--- config.mk ---
export PLATFORM = sky130hd
export DESIGN_NAME = text_key_value_extractor
export DESIGN_NICKNAME = d
export VERILOG_FILES = /design/src/rtl/tkve_pkg.sv /design/src/rtl/text_key_value_extractor.sv
export SDC_FILE = /design/constraint.sdc
export NUM_CORES = 2
export LEC_CHECK = 0
export BUFFER_PORTS_ARGS = -buffer_cell sky130_fd_sc_hd__clkbuf_2
export CAP_MARGIN = 10
export CORE_MARGIN = 4
export CORE_UTILIZATION = 59
export DETAILED_ROUTE_END_ITERATION = 10
export HOLD_SLACK_MARGIN = 0.02
export PLACE_DENSITY = 0.76
export REMOVE_ABC_BUFFERS = 1
export SYNTH_ARGS = -nofsm -noshare
export SYNTH_HDL_FRONTEND = slang
export SYNTH_SLANG_ARGS = --single-unit
--- constraint.sdc ---
create_clock -name i_clk -period 25 [get_ports i_clk]
set_input_delay 2.5 -clock i_clk [delete_from_list [all_inputs] [get_ports i_clk]]
set_output_delay 2.5 -clock i_clk [all_outputs]
set_load 0.1 [all_outputs]
--- src/rtl/tkve_pkg.sv ---
package tkve_pkg;

    typedef enum logic [3:0] {
        PH_SEARCH,
        PH_PRECOLON,
        PH_POSTCOLON,
        PH_INT_SIGN,
        PH_INT_DIGITS,
        PH_BOOL_T,
        PH_BOOL_F,
        PH_STR,
        PH_DONE
    } t_phase;

    typedef enum logic [2:0] {
        REG_KEY_LOW,
        REG_KEY_HIGH,
        REG_KEY_LENGTH,
        REG_VALUE_MODE,
        REG_DEFAULT,
        REG_CAPACITY
    } t_reg_index;

    typedef enum logic [1:0] {
        MODE_INT,
        MODE_BOOL,
        MODE_STRING,
        MODE_UNUSED
    } t_mode;

    typedef struct packed {
        logic        kind;
        logic [7:0]  text_byte;
        logic [31:0] scalar;
        logic        found;
    } t_result;

    localparam logic [7:0] CH_QUOTE     = 8'h22;
    localparam logic [7:0] CH_COLON     = 8'h3A;
    localparam logic [7:0] CH_SPACE     = 8'h20;
    localparam logic [7:0] CH_TAB       = 8'h09;
    localparam logic [7:0] CH_BACKSLASH = 8'h5C;
    localparam logic [7:0] CH_MINUS     = 8'h2D;
    localparam logic [7:0] CH_PLUS      = 8'h2B;
    localparam logic [7:0] CH_ZERO      = 8'h30;
    localparam logic [7:0] CH_NINE      = 8'h39;
    localparam logic [7:0] CH_T         = 8'h74;
    localparam logic [7:0] CH_F         = 8'h66;

    localparam logic [31:0] MAG_LIMIT = 32'h8000_0000;
    localparam logic [31:0] POS_LIMIT = 32'h7FFF_FFFF;

    function automatic logic [7:0] word_true_char(input logic [2:0] pos);
        case (pos)
            3'd0: word_true_char = 8'h74;
            3'd1: word_true_char = 8'h72;
            3'd2: word_true_char = 8'h75;
            3'd3: word_true_char = 8'h65;
            default: word_true_char = 8'h00;
        endcase
    endfunction

    function automatic logic [7:0] word_false_char(input logic [2:0] pos);
        case (pos)
            3'd0: word_false_char = 8'h66;
            3'd1: word_false_char = 8'h61;
            3'd2: word_false_char = 8'h6C;
            3'd3: word_false_char = 8'h73;
            3'd4: word_false_char = 8'h65;
            default: word_false_char = 8'h00;
        endcase
    endfunction

endpackage

--- src/rtl/text_key_value_extractor.sv ---
// Quoted-key value extractor.
// The body arrives on the s_axis channel, one byte per request, with tlast on the
// last byte. The block finds the first "key" in the body, expects a colon after
// optional blanks, and reads an integer, a boolean or a quoted string by value mode.
// String characters leave on m_axis with tuser 0; each body ends with one final
// request with tuser 1 and tlast 1 carrying the value and the found flag.
// Registers are written on the cfg channel, which is always ready; the user must
// write them only while no body is in flight, as the block does not enforce it.
// Each byte is processed in the cycle it is accepted, and its results are
// registered into a four-entry output queue.
// One byte is accepted every cycle while the queue has two free entries; a byte
// that causes both a character and a final result pushes two queue entries,
// so the output port sets the sustained rate.
// When the receiver stalls, the queue fills and s_axis_tready drops.
// Synchronous reset clears all registers, the match window and the queue.
module text_key_value_extractor
    import tkve_pkg::*;
#(
    parameter int KEY_CHARS = 16
) (
    input  logic        i_clk,
    input  logic        i_rst_n,
    input  logic        s_axis_tvalid,
    output logic        s_axis_tready,
    input  logic [7:0]  s_axis_tdata,   // [7:0] body_byte
    input  logic        s_axis_tlast,
    output logic        m_axis_tvalid,
    input  logic        m_axis_tready,
    output logic [47:0] m_axis_tdata,   // [7:0] text_byte, [39:8] scalar_value, [40] found
    output logic        m_axis_tuser,   // [0] result_kind
    output logic        m_axis_tlast,
    input  logic        i_cfg_valid,
    output logic        o_cfg_ready,
    input  logic [2:0]  i_cfg_index,
    input  logic [63:0] i_cfg_data
);

    localparam int WIN   = KEY_CHARS + 2;
    localparam int WIN_W = $clog2(WIN);
    localparam int KN    = (KEY_CHARS < 16) ? KEY_CHARS : 16;

    logic [63:0] r_key_low;
    logic [63:0] r_key_high;
    logic [4:0]  r_key_length;
    logic [1:0]  r_value_mode;
    logic [31:0] r_default;
    logic [15:0] r_capacity;

    logic [7:0]  r_win [WIN];
    logic [7:0]  n_win [WIN];
    logic [7:0]  w_shift [WIN];
    t_phase      r_phase, n_phase;
    logic [31:0] r_mag, n_mag;
    logic        r_neg, n_neg;
    logic        r_value_ok, n_value_ok;
    logic [2:0]  r_word_pos, n_word_pos;
    logic [15:0] r_copied, n_copied;
    logic        r_esc, n_esc;

    t_result     r_queue [4];
    logic [1:0]  r_rd_ptr, r_wr_ptr;
    logic [2:0]  r_count;

    logic [127:0] key_bits;
    logic [4:0]   key_lim;
    logic [4:0]   key_len;
    logic         needle_hit;
    logic [7:0]   b;
    logic         accept;
    logic         pop;
    logic         char_valid;
    logic [7:0]   char_byte;
    logic         final_found;
    logic [31:0]  final_scalar;
    logic [35:0]  dig_sum;
    logic [31:0]  dig_mag;
    logic         b_digit;
    logic         b_blank;
    logic [16:0]  copy_next;
    t_result      res_char, res_final;

    assign key_bits      = {r_key_high, r_key_low};
    assign b             = s_axis_tdata;
    assign s_axis_tready = (r_count <= 3'd2);
    assign accept        = s_axis_tvalid && s_axis_tready;
    assign pop           = m_axis_tvalid && m_axis_tready;
    assign o_cfg_ready   = 1'b1;
    assign b_digit       = (b >= CH_ZERO) && (b <= CH_NINE);
    assign b_blank       = (b == CH_SPACE) || (b == CH_TAB);
    assign dig_sum       = ({4'b0, r_mag} << 3) + ({4'b0, r_mag} << 1)
                           + {32'b0, b[3:0] - CH_ZERO[3:0]};
    assign dig_mag       = (dig_sum > {4'b0, MAG_LIMIT}) ? MAG_LIMIT : dig_sum[31:0];
    assign copy_next     = {1'b0, r_copied + 16'd1} + 17'd1;

    always_comb begin
        key_lim = (r_key_length > 5'(KN)) ? 5'(KN) : r_key_length;
        key_len = key_lim;
        for (int i = KN - 1; i >= 0; i--) begin
            if ((5'(i) < key_lim) && (key_bits[8*i +: 8] == 8'h00)) begin
                key_len = 5'(i);
            end
        end
    end

    always_comb begin
        for (int i = 0; i < WIN - 1; i++) begin
            w_shift[i] = r_win[i + 1];
        end
        w_shift[WIN - 1] = b;
        needle_hit = (w_shift[WIN_W'(WIN - 2) - WIN_W'(key_len)] == CH_QUOTE)
                     && (w_shift[WIN - 1] == CH_QUOTE);
        for (int i = 0; i < KN; i++) begin
            if (5'(i) < key_len) begin
                if (w_shift[WIN_W'(WIN - 1 + i) - WIN_W'(key_len)] != key_bits[8*i +: 8]) begin
                    needle_hit = 1'b0;
                end
            end
        end
    end

    always_comb begin
        n_win      = r_win;
        n_phase    = r_phase;
        n_mag      = r_mag;
        n_neg      = r_neg;
        n_value_ok = r_value_ok;
        n_word_pos = r_word_pos;
        n_copied   = r_copied;
        n_esc      = r_esc;
        char_valid = 1'b0;
        char_byte  = b;
        final_found  = 1'b0;
        final_scalar = 32'd0;

        if (accept && r_phase != PH_DONE) begin
            if (b == 8'h00) begin
                if (r_phase == PH_STR && r_esc) begin
                    char_valid = 1'b1;
                    char_byte  = CH_BACKSLASH;
                end
                n_esc   = 1'b0;
                n_phase = PH_DONE;
            end else begin
                case (r_phase)
                    PH_SEARCH: begin
                        n_win = w_shift;
                        if (needle_hit) begin
                            n_phase = PH_PRECOLON;
                        end
                    end
                    PH_PRECOLON: begin
                        if (!b_blank) begin
                            n_phase = (b == CH_COLON) ? PH_POSTCOLON : PH_DONE;
                        end
                    end
                    PH_POSTCOLON: begin
                        if (!b_blank) begin
                            n_phase = PH_DONE;
                            case (t_mode'(r_value_mode))
                                MODE_INT: begin
                                    if (b == CH_MINUS || b == CH_PLUS) begin
                                        n_neg   = (b == CH_MINUS);
                                        n_phase = PH_INT_SIGN;
                                    end else if (b_digit) begin
                                        n_mag      = dig_mag;
                                        n_value_ok = 1'b1;
                                        n_phase    = PH_INT_DIGITS;
                                    end
                                end
                                MODE_BOOL: begin
                                    if (b == CH_T) begin
                                        n_word_pos = 3'd1;
                                        n_phase    = PH_BOOL_T;
                                    end else if (b == CH_F) begin
                                        n_word_pos = 3'd1;
                                        n_phase    = PH_BOOL_F;
                                    end
                                end
                                MODE_STRING: begin
                                    if (r_capacity != 16'd0 && b == CH_QUOTE) begin
                                        n_value_ok = 1'b1;
                                        if (r_capacity > 16'd1) begin
                                            n_phase = PH_STR;
                                        end
                                    end
                                end
                                default: ;
                            endcase
                        end
                    end
                    PH_INT_SIGN, PH_INT_DIGITS: begin
                        if (b_digit) begin
                            n_mag      = dig_mag;
                            n_value_ok = 1'b1;
                            n_phase    = PH_INT_DIGITS;
                        end else begin
                            n_phase = PH_DONE;
                        end
                    end
                    PH_BOOL_T: begin
                        if (r_word_pos < 3'd4 && b == word_true_char(r_word_pos)) begin
                            n_word_pos = r_word_pos + 3'd1;
                            if (r_word_pos == 3'd3) begin
                                n_mag      = 32'd1;
                                n_value_ok = 1'b1;
                                n_phase    = PH_DONE;
                            end
                        end else begin
                            n_phase = PH_DONE;
                        end
                    end
                    PH_BOOL_F: begin
                        if (r_word_pos < 3'd5 && b == word_false_char(r_word_pos)) begin
                            n_word_pos = r_word_pos + 3'd1;
                            if (r_word_pos == 3'd4) begin
                                n_mag      = 32'd0;
                                n_value_ok = 1'b1;
                                n_phase    = PH_DONE;
                            end
                        end else begin
                            n_phase = PH_DONE;
                        end
                    end
                    PH_STR: begin
                        if (r_esc || (b != CH_QUOTE && b != CH_BACKSLASH)) begin
                            n_esc      = 1'b0;
                            char_valid = 1'b1;
                            n_copied   = r_copied + 16'd1;
                            if (copy_next >= {1'b0, r_capacity}) begin
                                n_phase = PH_DONE;
                            end
                        end else if (b == CH_QUOTE) begin
                            n_phase = PH_DONE;
                        end else begin
                            n_esc = 1'b1;
                        end
                    end
                    default: n_phase = PH_DONE;
                endcase
            end
        end

        if (accept && s_axis_tlast) begin
            if (n_phase == PH_STR && n_esc) begin
                char_valid = 1'b1;
                char_byte  = CH_BACKSLASH;
            end
            final_found = n_value_ok;
            if ((r_value_mode == MODE_STRING && r_capacity == 16'd0)
                || r_value_mode == MODE_UNUSED) begin
                final_found = 1'b0;
            end
            case (t_mode'(r_value_mode))
                MODE_INT: begin
                    if (!final_found) begin
                        final_scalar = r_default;
                    end else if (n_neg) begin
                        final_scalar = (n_mag >= MAG_LIMIT) ? MAG_LIMIT : (32'd0 - n_mag);
                    end else begin
                        final_scalar = (n_mag > POS_LIMIT) ? POS_LIMIT : n_mag;
                    end
                end
                MODE_BOOL:   final_scalar = final_found ? {31'd0, n_mag[0]} : r_default;
                MODE_STRING: final_scalar = 32'd0;
                default:     final_scalar = r_default;
            endcase
            for (int i = 0; i < WIN; i++) begin
                n_win[i] = 8'h00;
            end
            n_phase    = PH_SEARCH;
            n_mag      = 32'd0;
            n_neg      = 1'b0;
            n_value_ok = 1'b0;
            n_word_pos = 3'd0;
            n_copied   = 16'd0;
            n_esc      = 1'b0;
        end
    end

    always_comb begin
        res_char.kind       = 1'b0;
        res_char.text_byte  = char_byte;
        res_char.scalar     = 32'd0;
        res_char.found      = 1'b0;
        res_final.kind      = 1'b1;
        res_final.text_byte = 8'h00;
        res_final.scalar    = final_scalar;
        res_final.found     = final_found;
    end

    always_ff @(posedge i_clk) begin
        if (!i_rst_n) begin
            r_key_low    <= 64'd0;
            r_key_high   <= 64'd0;
            r_key_length <= 5'd0;
            r_value_mode <= 2'd0;
            r_default    <= 32'd0;
            r_capacity   <= 16'd0;
        end else if (i_cfg_valid && o_cfg_ready) begin
            case (t_reg_index'(i_cfg_index))
                REG_KEY_LOW:    r_key_low    <= i_cfg_data;
                REG_KEY_HIGH:   r_key_high   <= i_cfg_data;
                REG_KEY_LENGTH: r_key_length <= i_cfg_data[4:0];
                REG_VALUE_MODE: r_value_mode <= i_cfg_data[1:0];
                REG_DEFAULT:    r_default    <= i_cfg_data[31:0];
                REG_CAPACITY:   r_capacity   <= i_cfg_data[15:0];
                default: ;
            endcase
        end
    end

    always_ff @(posedge i_clk) begin
        if (!i_rst_n) begin
            for (int i = 0; i < WIN; i++) begin
                r_win[i] <= 8'h00;
            end
            r_phase    <= PH_SEARCH;
            r_mag      <= 32'd0;
            r_neg      <= 1'b0;
            r_value_ok <= 1'b0;
            r_word_pos <= 3'd0;
            r_copied   <= 16'd0;
            r_esc      <= 1'b0;
        end else begin
            r_win      <= n_win;
            r_phase    <= n_phase;
            r_mag      <= n_mag;
            r_neg      <= n_neg;
            r_value_ok <= n_value_ok;
            r_word_pos <= n_word_pos;
            r_copied   <= n_copied;
            r_esc      <= n_esc;
        end
    end

    logic       push_final;
    logic [2:0] push_count;

    assign push_final = accept && s_axis_tlast;
    assign push_count = {2'b0, char_valid} + {2'b0, push_final};

    always_ff @(posedge i_clk) begin
        if (char_valid) begin
            r_queue[r_wr_ptr] <= res_char;
            if (push_final) begin
                r_queue[r_wr_ptr + 2'd1] <= res_final;
            end
        end else if (push_final) begin
            r_queue[r_wr_ptr] <= res_final;
        end
    end

    always_ff @(posedge i_clk) begin
        if (!i_rst_n) begin
            r_rd_ptr <= 2'd0;
            r_wr_ptr <= 2'd0;
            r_count  <= 3'd0;
        end else begin
            r_wr_ptr <= r_wr_ptr + push_count[1:0];
            if (pop) begin
                r_rd_ptr <= r_rd_ptr + 2'd1;
            end
            r_count <= r_count + push_count - {2'b0, pop};
        end
    end

    assign m_axis_tvalid = (r_count != 3'd0);
    assign m_axis_tdata  = {7'd0, r_queue[r_rd_ptr].found, r_queue[r_rd_ptr].scalar,
                            r_queue[r_rd_ptr].text_byte};
    assign m_axis_tuser  = r_queue[r_rd_ptr].kind;
    assign m_axis_tlast  = r_queue[r_rd_ptr].kind;

endmodule

==> impl_metrics.yaml <==
clock_network:
  cts_root_buf: "clkbuf_16"
  cts_tree: "done"
  cts_setup_buffers: 0
  insertion_delay_ps: 690
  clk_pin_slew_ps: 60
  cts_buffers: 59
  cts-resized-gates: 0
  holdBufCountCts: 0
  clkSinkCount: 554
  cts.htree.levels: 2
  clockBufferDepth: 3
setup_path:
  path_class: "reg -> reg"
  worstRegToRegCells: 26
  critPathArrivalTime_ps: 11490
  r2r_start: "r_key_high[33]"
  cpPeakStageDelay_ps: 1010
  critPathRequiredTime_ps: 25360
  worstSetupEndpointType: "register"
  critPathMaxFanout: 136
  reg2reg_slack_ps: 13870
  startpoint_type: "register"
  cp_top_family: "compound AO/OA/AOI/OAI gates"
  slowest_stage: "nor4_1"
  crit_buf_inv: 3
  reg2reg_to: "r_queue[0][25]"
  worst-path-stages: 26
sta:
  setup_slack_ps: 13870
  clock-skew-final_ps: 40.61
  period_minus_slack_ps: 11130
  relSlewSlack_pct: 10.14
  post-route-period-util_pct: 44.54
  fmax_mhz: 89.81
  maxSlewViolCount: 0
  setup_tns_ps: 0
  worst_slew_pin_slew_ps: 1310
  rsz0062_at_grt: "no"
  finalSetupViolations: 0
  hold_viol_final: 0
drt:
  routedWlPerCell_um: 28.74
  wl_um: 184100
  firstDrtPassIters: 8
  vias: 45780
  routed-wl-met3_um: 20230
  met1Wirelength_um: 67230
  initialDrtViolationCount: 6255
  avgViaCountPerCell: 7.146
  ant_nets: 0
  drc_errors: 0
  wl_met2_um: 80010
  top_layer_used: "met4"
synthesis:
  ys_async_sr_fraction_pct: 0
  synth_seq_cells: 554
  ys_warn_count: 0
  seq_area_frac_synth_pct: 28.12
  synth_top_area_cell: "dfxtp_1"
  synth_edf_count: 132
  yosysMostFrequentCell: "nand2_1"
  synthesis.area_um2: 44140
  synth.distinct_cells: 115
  synth_top_area_share_pct: 19.14
  syn-mean-instance-area_um2: 8.039
  yosys_most_used_dff: "dfxtp_1"
  synth_commonest_cells: "nand2_1, dfxtp_1, nor2_1"
  synth_area_leaders: "dfxtp_1, edfxtp_1, nand2_1, mux4_2, mux2i_1"
  syn_inst: 5491
pwr:
  combPwrFrac_pct: 44.8
  power.internal_w: 0.001932
  p_clk_share_pct: 26.9
  seqPwrFrac_pct: 28.3
  p_sw_share_pct: 44.84
  switching_power_w: 0.001570
  total_power_w: 0.003502
  leakagePower_nw: 16.89
  ir_worst_vdd_mv: 0.09142
  power_per_cell_area_nw_per_um2: 74.36
place:
  gp_congestion: 1.081
  io_buffer_count: 125
  dpl.hpwl_um: 135800
  dpl.cell_count: 6284
  dp_slack_ps: 14140
cells_and_area:
  stdcell_count: 6407
  drive_gt1_share_pct: 11.14
  fin_nets: 5573
  syn_to_final_growth_pct: 6.698
min_path:
  hold_path.class: "reg -> reg"
  min_from: "r_queue[1][41]"
  holdPathEnd: "r_queue[1][41]"
  whs_path_depth: 2
floorplanning:
  rows: 100
  die_w_um: 281.5
  start_util_pct: 59.39
  fp.dieH_um: 281.5
  coreArea_um2: 74320
  ios: 134
  dieArea_um2: 79260
global_routing:
  grt_max_degree: 137
  grt_first_pass_wirelength_um: 270700
  grt_pass1_vias: 41800
  antenna_found_initial: 4
  track_usage_pct: 44.67
  grt-ovfl-total: 0
job:
  max-cap-violations: 0
outcome:
  status: "completed"
-- kinds of logic (layout without fill, tap and decap cells) --
kind of cell | after synthesis | in the layout | share of synthesized area, %
xor gates and xnor gates | 158 | 158 | 3.135
other | 2 | 16 | 0.01701
and+or+nand+nor | 2162 | 2162 | 22.70
muxes | 416 | 416 | 12.89
AOI/OAI and AO/OA | 1581 | 1581 | 24.75
buffers and inverters | 507 | 440 | 5.198
DFF | 554 | 554 | 28.12
adders and majority gates | 111 | 111 | 3.197
-- routing by layer --
layer	vias up	global-route usage, %
met1	21690	55.06
met5	-	0
met2	3022	69.22
met4	0	31.43
met3	802	10.52
li1	20270	-
-- metrics by stage --
stage	area, um2	hold slack (ps)	utilization (%)
after floorplan	42250	418.4	-
after global placement	44990	436.5	60.54
after detailed placement	44990	436.2	60.54
after CTS	47050	445.8	63.30
after global routing	47080	461.1	63.35
final	47100	451.0	63.37
-- cells in the final DEF, fill, tap and decap left out, types with 107 or more instances in the layout --
master      n
edfxtp_1  132
clkbuf_2  126
ha_1      107
dfxtp_1   420
nor2_1    364
o21ai_0   197
mux2i_1   233
mux4_2    115
nand3_1   152
a21oi_1   345
nor3_1    138
a21boi_0  186
nand2_1   980
-- worst register-to-register path: stages, from the launching register on --
cell and delay [ps]:
dfxtp_1 330, nor4_1 1010, o211a_1 290, a2bb2oi_1 90, o21ai_1 450, o22ai_4 200, inv_12 570, ha_1 350
buf_4 250, nand2_1 100, mux2_1 670, nand2_2 500, buf_4 600, a21oi_1 160, mux4_2 470, o311ai_0 630
xor2_1 130, nor4_1 250, a41oi_1 220, a2111oi_1 660, a2111oi_1 190, a221o_2 530, and2_1 250, ha_1 260
a21boi_0 520, nand2b_1 970, nor3_1 150
-- power groups by stage --
stage / clock [W] / combinational (W) / sequential (W)
after floorplan: 0 / 0.00105 / 0.00101
after global placement: 0 / 0.00151 / 0.00101
after detailed placement: 0 / 0.00151 / 0.00101
after CTS: 0.000942 / 0.00152 / 0.000991
after global routing: 0.000980 / 0.00162 / 0.000995
final: 0.000941 / 0.00157 / 0.000992
-- cell type report --
| class | count | area (um2) |
|---|---|---|
| sequential | 554 | 12410 |
| fill | 6601 | 27220 |
| clock inverter | 24 | 379.1 |
| tap | 969 | 1212 |
| inverter | 97 | 376.6 |
| timing repair buffer | 233 | 1444 |
| clock buffer | 86 | 1679 |
| antenna | 8 | 20.02 |
| multi-input combinational | 4436 | 29570 |
-- sequential cells by signal (all words and copies together), names as in the netlist, named ones only --
| signal | flops |
|---|---|
| r_neg | 1 |
| r_copied | 16 |
| r_value_ok | 1 |
| r_wr_ptr | 2 |
| r_mag | 32 |
| r_queue | 168 |
| r_count | 3 |
| r_esc | 1 |
| r_key_length | 5 |
| r_word_pos | 3 |
| r_phase | 4 |
| r_capacity | 16 |
| r_win | 136 |
| r_default | 32 |
| r_key_high | 64 |
| r_key_low | 64 |
| r_value_mode | 2 |
| r_rd_ptr | 2 |
-- worst max path at each step --
stage	to	slack, ps	from
2_1_floorplan	r_queue[0][25]	10880	r_key_length[4]
3_3_place_gp	r_queue[0][25]	14400	r_key_low[52]
3_5_place_dp	r_queue[0][25]	14140	r_key_low[52]
4_1_cts	r_queue[0][25]	14080	r_key_low[52]
5_1_grt	r_queue[0][25]	13550	r_key_high[40]
6_report	r_queue[0][25]	13870	r_key_high[33]
Note: power is estimated with default switching activity, not from simulation.
